`src/sv/mbt_pkg.sv`:
```
// ----------------------------------------------------------------------------
// mbt_pkg: shared types for the multibrot membership test
// Register map, payload structs, controller states and datapath commands.
// ----------------------------------------------------------------------------
package mbt_pkg;

  localparam int MBT_MAX_DIM   = 4096;
  localparam int MBT_FRAC_BITS = 28;
  localparam int APB_ADDR_W    = 5;
  localparam int APB_DATA_W    = 32;
  localparam int ACC_W         = 67;

  typedef enum logic [2:0] {
    REG_X_START  = 3'd0,
    REG_Y_START  = 3'd1,
    REG_X_STEP   = 3'd2,
    REG_Y_STEP   = 3'd3,
    REG_MAX_ITER = 3'd4,
    REG_EXPONENT = 3'd5,
    REG_LIMIT_SQ = 3'd6
  } reg_idx_t;

  typedef struct packed {
    logic [31:0] x_start;
    logic [31:0] y_start;
    logic [30:0] x_step;
    logic [30:0] y_step;
    logic [15:0] max_iter;
    logic [3:0]  exponent;
    logic [31:0] limit_sq;
  } cfg_t;

  typedef struct packed {
    logic [11:0] col;
    logic [11:0] row;
  } in_req_t;

  typedef struct packed {
    logic        in_set;
    logic [11:0] col_out;
    logic [11:0] row_out;
  } out_req_t;

  typedef enum logic [4:0] {
    S_IDLE, S_MAPX0, S_MAPX1, S_MAPY0, S_MAPY1,
    S_MAG0, S_MAG1, S_MAG2, S_MAG3,
    S_WLOAD, S_CM0, S_CM1, S_CM2, S_CM3, S_CM4, S_CM5,
    S_ADD, S_DONE
  } state_t;

  // multiplier operand pairs
  typedef enum logic [2:0] {
    M_IXS, M_IYS, M_ZRZR, M_ZIZI, M_ZRWR, M_ZIWI, M_ZRWI, M_ZIWR
  } mul_sel_t;

  typedef enum logic [2:0] {
    A_HOLD, A_LOAD, A_ADD, A_SUB, A_XSUB, A_YSUB
  } acc_op_t;

  typedef enum logic [2:0] {
    D_NONE, D_CR, D_CI, D_TR, D_WSET, D_WLOAD, D_ZADD
  } dst_t;

  typedef struct packed {
    mul_sel_t mul_sel;
    acc_op_t  acc_op;
    dst_t     dst;
    logic     capture;
    logic     load_out;
    logic     in_set;
  } cmd_t;

  typedef struct packed {
    logic escape;
  } status_t;

  // saturate a wide signed value to 32-bit signed
  function automatic logic signed [31:0] sat_acc(input logic signed [ACC_W-1:0] v);
    logic signed [ACC_W-1:0] hi;
    logic signed [ACC_W-1:0] lo;
    begin
      hi = ACC_W'(64'sh7FFF_FFFF);
      lo = -ACC_W'(64'sh8000_0000);
      if (v > hi) begin
        sat_acc = 32'sh7FFF_FFFF;
      end else if (v < lo) begin
        sat_acc = 32'sh8000_0000;
      end else begin
        sat_acc = v[31:0];
      end
    end
  endfunction

  // 32-bit signed add with saturation
  function automatic logic signed [31:0] sat_add(input logic signed [31:0] a,
                                                 input logic signed [31:0] b);
    logic signed [32:0] s;
    begin
      s = 33'(a) + 33'(b);
      if (s[32] != s[31]) begin
        sat_add = s[32] ? 32'sh8000_0000 : 32'sh7FFF_FFFF;
      end else begin
        sat_add = s[31:0];
      end
    end
  endfunction

endpackage

```
`src/sv/mbt_ctrl.sv`:
```
// ----------------------------------------------------------------------------
// mbt_ctrl: sequencer for the membership test
// Steps the datapath through mapping, magnitude checks and z^n + c loops,
// and owns the input and output handshakes.
// ----------------------------------------------------------------------------
module mbt_ctrl
  import mbt_pkg::*;
(
  input  logic    clk,
  input  logic    rst,
  input  cfg_t    cfg,
  input  logic    in_valid,
  output logic    in_ready,
  output logic    out_valid,
  input  logic    out_ready,
  input  status_t status,
  output cmd_t    cmd
);

  state_t      state, state_next;
  logic [15:0] iter;
  logic [3:0]  kcnt;
  logic        first;
  logic        member;
  logic        no_iter;
  logic        last_iter;
  logic        more_mul;

  assign no_iter   = (cfg.exponent == 4'd0) || (cfg.max_iter == 16'd0);
  assign last_iter = iter == (cfg.max_iter - 16'd1);
  assign more_mul  = (5'(kcnt) + 5'd1) < 5'(cfg.exponent);

  // next state
  always_comb begin
    state_next = state;
    case (state)
      S_IDLE:  if (in_valid) state_next = S_MAPX0;
      S_MAPX0: state_next = S_MAPX1;
      S_MAPX1: state_next = S_MAPY0;
      S_MAPY0: state_next = S_MAPY1;
      S_MAPY1: state_next = S_MAG0;
      S_MAG0:  state_next = S_MAG1;
      S_MAG1:  state_next = S_MAG2;
      S_MAG2:  state_next = S_MAG3;
      S_MAG3: begin
        if (status.escape) begin
          state_next = S_DONE;
        end else if (first) begin
          state_next = no_iter ? S_DONE : S_WLOAD;
        end else begin
          state_next = last_iter ? S_DONE : S_WLOAD;
        end
      end
      S_WLOAD: state_next = (cfg.exponent == 4'd1) ? S_ADD : S_CM0;
      S_CM0:   state_next = S_CM1;
      S_CM1:   state_next = S_CM2;
      S_CM2:   state_next = S_CM3;
      S_CM3:   state_next = S_CM4;
      S_CM4:   state_next = S_CM5;
      S_CM5:   state_next = more_mul ? S_CM0 : S_ADD;
      S_ADD:   state_next = S_MAG0;
      S_DONE:  if (!out_valid || out_ready) state_next = S_IDLE;
      default: state_next = S_IDLE;
    endcase
  end

  // outputs
  always_comb begin
    in_ready     = 1'b0;
    cmd.mul_sel  = M_ZRZR;
    cmd.acc_op   = A_HOLD;
    cmd.dst      = D_NONE;
    cmd.capture  = 1'b0;
    cmd.load_out = 1'b0;
    cmd.in_set   = member;
    case (state)
      S_IDLE: begin
        in_ready    = 1'b1;
        cmd.capture = in_valid;
      end
      S_MAPX0: cmd.mul_sel = M_IXS;
      S_MAPX1: begin
        cmd.acc_op  = A_XSUB;
        cmd.mul_sel = M_IYS;
      end
      S_MAPY0: begin
        cmd.dst    = D_CR;
        cmd.acc_op = A_YSUB;
      end
      S_MAPY1: cmd.dst = D_CI;
      S_MAG0:  cmd.mul_sel = M_ZRZR;
      S_MAG1: begin
        cmd.mul_sel = M_ZIZI;
        cmd.acc_op  = A_LOAD;
      end
      S_MAG2:  cmd.acc_op = A_ADD;
      S_WLOAD: cmd.dst = D_WLOAD;
      S_CM0:   cmd.mul_sel = M_ZRWR;
      S_CM1: begin
        cmd.mul_sel = M_ZIWI;
        cmd.acc_op  = A_LOAD;
      end
      S_CM2: begin
        cmd.mul_sel = M_ZRWI;
        cmd.acc_op  = A_SUB;
      end
      S_CM3: begin
        cmd.mul_sel = M_ZIWR;
        cmd.dst     = D_TR;
        cmd.acc_op  = A_LOAD;
      end
      S_CM4:   cmd.acc_op = A_ADD;
      S_CM5:   cmd.dst = D_WSET;
      S_ADD:   cmd.dst = D_ZADD;
      S_DONE:  cmd.load_out = !out_valid || out_ready;
      default: ;
    endcase
  end

  always_ff @(posedge clk) begin
    if (rst) begin
      state     <= S_IDLE;
      out_valid <= 1'b0;
      iter      <= '0;
      kcnt      <= '0;
      first     <= 1'b0;
      member    <= 1'b0;
    end else begin
      state <= state_next;

      if (cmd.load_out) begin
        out_valid <= 1'b1;
      end else if (out_ready) begin
        out_valid <= 1'b0;
      end

      if (state == S_IDLE && in_valid) begin
        first <= 1'b1;
      end

      if (state == S_MAG3) begin
        first <= 1'b0;
        if (status.escape) begin
          member <= 1'b0;
        end else if (first) begin
          iter   <= '0;
          member <= no_iter;
        end else begin
          iter   <= iter + 16'd1;
          member <= last_iter;
        end
      end

      if (state == S_WLOAD) begin
        kcnt <= 4'd1;
      end else if (state == S_CM5) begin
        kcnt <= kcnt + 4'd1;
      end
    end
  end

endmodule

```
`config.mk`:
```
export PLATFORM = sky130hd
export DESIGN_NAME = mbt_ctrl
export DESIGN_NICKNAME = d
export VERILOG_FILES = /design/src/sv/mbt_pkg.sv /design/src/sv/mbt_ctrl.sv
export SDC_FILE = /design/constraint.sdc
export NUM_CORES = 1
export LEC_CHECK = 0
export BUFFER_PORTS_ARGS = -buffer_cell sky130_fd_sc_hd__buf_4
export CORE_UTILIZATION = 35
export CTS_CLUSTER_DIAMETER = 100
export CTS_CLUSTER_SIZE = 28
export DETAILED_ROUTE_END_ITERATION = 12
export PLACE_DENSITY = 0.85
export SLEW_MARGIN = 20
export SYNTH_ARGS = -nofsm -noshare
export SYNTH_HDL_FRONTEND = slang
export SYNTH_SLANG_ARGS = --single-unit
```
`constraint.sdc`:
```
create_clock -name clk -period 3.08 [get_ports clk]
set_input_delay 0.77 -clock clk [delete_from_list [all_inputs] [get_ports clk]]
set_output_delay 0.77 -clock clk [all_outputs]
set_load 0.005 [all_outputs]
```
## Word level (Yosys, flattened, before mapping)

Cells that the tools add are included.

- Flip-flop bits (word level): 28
- Input port bits: 183
- Output and inout bits: 14
- Word-level logic and storage cells: 72

- $add $sub $neg: 4
- $lt $le $gt $ge: 1
- Equal/unequal tests: 21
- Mux-type cells: 22
- Bitwise logic cells: 1
- Reductions and logical operators: 16

Operators by type and width:

| cell | number |
|---|---|
| case mux 5 bit (17 select lines) | 1 |
| equality test 5 x 4 -> 1 bit (second input constant) | 8 |
| 2-to-1 mux 5 bit | 8 |
| case mux 3 bit (7 select lines) | 1 |
| equality test 5 x 3 -> 1 bit (second input constant) | 4 |
| case mux 3 bit (6 select lines) | 1 |
| adder 16 x 1 -> 16 bit (second input constant) | 1 |
| equality test 16 bit | 1 |
| zero test 16 bit | 1 |
| 2-to-1 mux 16 bit | 1 |
| subtractor 16 x 1 -> 16 bit (second input constant) | 1 |
| case mux 3 bit (5 select lines) | 1 |
| equality test 5 x 2 -> 1 bit (second input constant) | 2 |
| equality test 5 bit (second input constant) | 2 |
| 2-to-1 mux 1 bit | 9 |
| OR reduction 2 bit | 4 |
| adder 4 x 1 -> 5 bit (second input constant) | 1 |
| equality test 5 x 1 -> 1 bit (second input constant) | 1 |
| zero test 5 bit | 1 |
| < comparator 5 x 4 -> 1 bit | 1 |
| adder 4 x 1 -> 4 bit (second input constant) | 1 |
| equality test 4 x 1 -> 1 bit (second input constant) | 1 |
| zero test 4 bit | 1 |
| != test 2 bit (second input constant) | 2 |
| 7 further kinds | 10 |

## Depth between registers and ports, before layout

- Depth after elaboration: 6
- Depth in mapped cells: 8

## Worst setup path before layout

OpenSTA, ideal clock, no wires.

- Path kind: input port to flip-flop
- Start: input cfg[43] (netlist bit)
- End: register state[4]
- Arrival: 2383 ps
- Data required time: 2994 ps
- Slack: 610 ps
- Stages on the path: 6
- Path buffers: 0
- Cell sequence: nor4_1 nand4_1 xnor2_1 nand4bb_1 o41a_1 a221oi_2

- Word-level cells in the longest chain between the ends: 6
- Elaborated cells on any way between the ends: 9
- Those cells by class: add/sub (1); eq/ne (1); mux (5); reduce/logical (2)

Ends and longest elaborated chain:

| item | line | RTL |
|---|---|---|
| start: declaration | mbt_ctrl.sv:11 | `input cfg_t cfg,` |
| subtractor 16 x 1 -> 16 bit / zero test 16 bit (equally long branches) | mbt_ctrl.sv:30, mbt_ctrl.sv:29 |  |
| equality test 16 bit / logical OR 1 bit (equally long branches) | mbt_ctrl.sv:30, mbt_ctrl.sv:29 |  |
| 2-to-1 mux 5 bit (on tied branches) | mbt_ctrl.sv:51, mbt_ctrl.sv:49 |  |
| 2-to-1 mux 5 bit * | mbt_ctrl.sv:48 | `end else if (first) begin` |
| 2-to-1 mux 5 bit * | mbt_ctrl.sv:46 | `if (status.escape) begin` |
| case mux 5 bit (17 select lines) * | mbt_ctrl.sv:36 | `case (state)` |
| end signal: assignment | mbt_ctrl.sv:129 | `state <= state_next;` |
| end: declaration | mbt_ctrl.sv:20 | `state_t state, state_next;` |

Mark *: on every way between the ends. The rest lies on a longest branch, timed or not.
A chain may end at the register's enable or synchronous reset.

==> flow_summary.json <==
{
  "die_y_um": 82.6,
  "critPathCaptureType": "output pin",
  "synth_fp_nets": 486,
  "ir_drop_v": 0.000198,
  "synth_compound_area_share_pct": 15.3,
  "first_iter_violations": 199,
  "synth_top_area_share_pct": 24.7,
  "dr.pass1.iters": 5,
  "synthesis.area_um2": 2270,
  "place_congestion": 0.874,
  "crit_type": "register to output pin",
  "grt_pass1_vias": 1999,
  "status": "finished clean",
  "skew_ns": 0.00402,
  "path_clk_slew_ns": 0.10,
  "cp.required_ns": 2.31,
  "power_switching_uw": 248,
  "grt_usage_pct": 16.9,
  "final_area_um2": 2690,
  "ys_seq_area_share_pct": 24.7,
  "maxSlewViolCount": 0,
  "power_density_nw_per_um2": 331,
  "grt_overflow": 0,
  "synthArstFlopShare_pct": 0,
  "port_buffers": 38,
  "netSwitchingFraction_pct": 27.8,
  "synth_area_leader_cell": "dfxtp_1",
  "clock_latency_ns": 0.28,
  "htree_levels": 1,
  "post_cts_resized": 0,
  "die_w_um": 82.6,
  "syn_to_final_growth_pct": 18.5,
  "muxShareOfSynthArea_pct": 2.26,
  "timing.fmax_ghz": 0.387,
  "ys_ff_latch": 28,
  "cts.sinks": 28,
  "ant_nets": 0,
  "post-cts-setup-buffer-count": 0,
  "nets": 519,
  "synth_xor_xnor_area_share_pct": 15.3,
  "syn_area_per_cell_um2": 7.65,
  "synth.most_common_cell": "nor2_1",
  "cp_max_fo": 19,
  "grt_first_pass_wirelength_um": 8990,
  "cp-endpoint": "cmd[9]",
  "synth_edf_count": 0,
  "p_leak_uw": 0.000995,
  "cts-root-buf": "clkbuf_8",
  "worstHoldPathType": "register to register",
  "worst_r2r_endpoint": "iter[13]",
  "rows": 28,
  "synth_area_leaders": "dfxtp_1 25%, xnor2_1 8.9%, nor2_1 5.5%",
  "maxCapViolCount": 0,
  "wirelength_um": 5610,
  "finalSetupViolations": 0,
  "yosysWarnings": 0,
  "internal-power_uw": 644,
  "hold_buffers": 0,
  "slowest_delay_ns": 0.75,
  "utilization_pct": 44.2,
  "seq_power_share_pct": 43.4,
  "holdWs_ns": 0.500,
  "die-area_um2": 6820,
  "synth_fa_ha_area_share_pct": 3.30,
  "coreArea_um2": 6100,
  "num_vias": 2244,
  "grt_max_degree": 23,
  "synthFlopType": "dfxtp_1",
  "ios": 197,
  "path_cells": "or3b_2, a21oi_1, buf_4",
  "r2r_cells": 5,
  "reg2reg_setup_slack_ns": 0.71,
  "initial_core_util_pct": 37.3,
  "rsz0062_at_grt": "false",
  "finalCriticalPeriod_ns": 2.58,
  "drc": 0,
  "final_hold_viol_count": 0,
  "clk_path_buf_depth": 2,
  "cpMaxStageDelayCell": "dfxtp_1",
  "fillCellCount": 605,
  "cp-start-kind": "register",
  "diodes": 0,
  "dpl_cell_area_um2": 2620,
  "arrival_ns": 1.81,
  "yosys.area_share.simple_pct": 35.4,
  "p_clk_share_pct": 33.4,
  "syn_inst": 297,
  "wire_per_inst_um": 13.9,
  "hpwl_um": 4360,
  "relSlewSlack_pct": 55.8,
  "cts-buffers-inserted": 3,
  "drive_gt1_share_pct": 16.1,
  "fin_crit_sh_pct": 83.9,
  "synth.distinct_cells": 53,
  "r2r_start": "state[1]",
  "synth_top_family_by_area": "simple AND/OR/NAND/NOR gates",
  "cp-startpoint": "state[1]",
  "via_per_inst": 5.55,
  "worst_pin_slew_ns": 0.662,
  "cts_tree": "built",
  "combPwrFrac_pct": 23.2,
  "setup_tns_ns": 0,
  "antenna_found_initial": 0,
  "synth_common_cells": "33 x nor2_1, 28 x dfxtp_1, 23 x xnor2_1"
}
==> sequential cells by signal, indices dropped and copies added, names as in the netlist <==
| signal | cells |
|---|---|
| kcnt | 4 |
| first | 1 |
| state | 5 |
| iter | 16 |
| out_valid | 1 |
| member | 1 |
==> per-layer routing <==
metal | global-route usage, % | vias up | part of all wire (%)
met5 | 0 | - | 0
met4 | 6.55 | 0 | 2.2
met3 | 1.76 | 13 | 3.9
met2 | 27.4 | 63 | 46
met1 | 23.1 | 1034 | 48
li1 | - | 1134 | -
==> logic make-up after synthesis <==
group                      Yosys count
xor gates and xnor gates            38
DFF                                 28
AOI/OAI and AO/OA                   54
buffers and inverters               22
adders and majority gates            6
muxes                                5
and+or+nand+nor                    144
==> layout make-up <==
cell class | count | area, um2 | share of cell area, %
clock buffers | 3 | 41.3 | 1.53
clock inverters | 1 | 30.0 | 1.12
inverters | 9 | 33.8 | 1.25
multi-input cells | 247 | 1630 | 60.4
flip-flops and latches | 28 | 561 | 20.8
well taps | 75 | 93.8 | 3.49
repair buffers | 41 | 308 | 11.4
==> worst min path at each step <==
stage / endpoint / from / slack [ns] / cells past startpoint
CTS: member / member / 0.50 / 2
global placement: iter[15] / iter[15] / 0.48 / 2
floorplan: member / member / 0.43 / 2
detailed placement: member / member / 0.48 / 2
finish: member / member / 0.50 / 2
global route: member / member / 0.52 / 2
==> stage by stage <==
stage,instances,total power [uW],worst slack (ns)
global route,404,935,0.286
floorplan,297,512,0.610
global placement,400,593,0.345
CTS,404,893,0.505
detailed placement,400,600,0.220
finish,404,892,0.497
==> power by group through the flow <==
stage	Clock, uW	Sequential [uW]	Combinational (uW)
after global routing	317	389	228
after CTS	302	387	205
after global placement	0	394	198
after floorplan	0	381	131
after detailed placement	0	395	205
final	298	387	207
==> cells in the final DEF, fill, tap and decap left out, drive strengths merged, types with 10 or more instances in the layout <==
cell type,Yosys,layout
xnor2,23,23
nand2,19,19
dfxtp,28,28
xor2,14,14
nor3,17,17
o21ai,11,11
a21oi,17,17
buf,4,41
nor2,33,33
nand2b,10,10
==> worst max-delay path, delay by kind of cell, from the launching register on <==
kind,cells,cell delay [ns]
DFF,1,0.75
and+or+nand+nor,1,0.50
AOI/OAI and AO/OA,1,0.14
buffers and inverters,1,0.13
No activity file was read; power rests on OpenSTA's default activity.
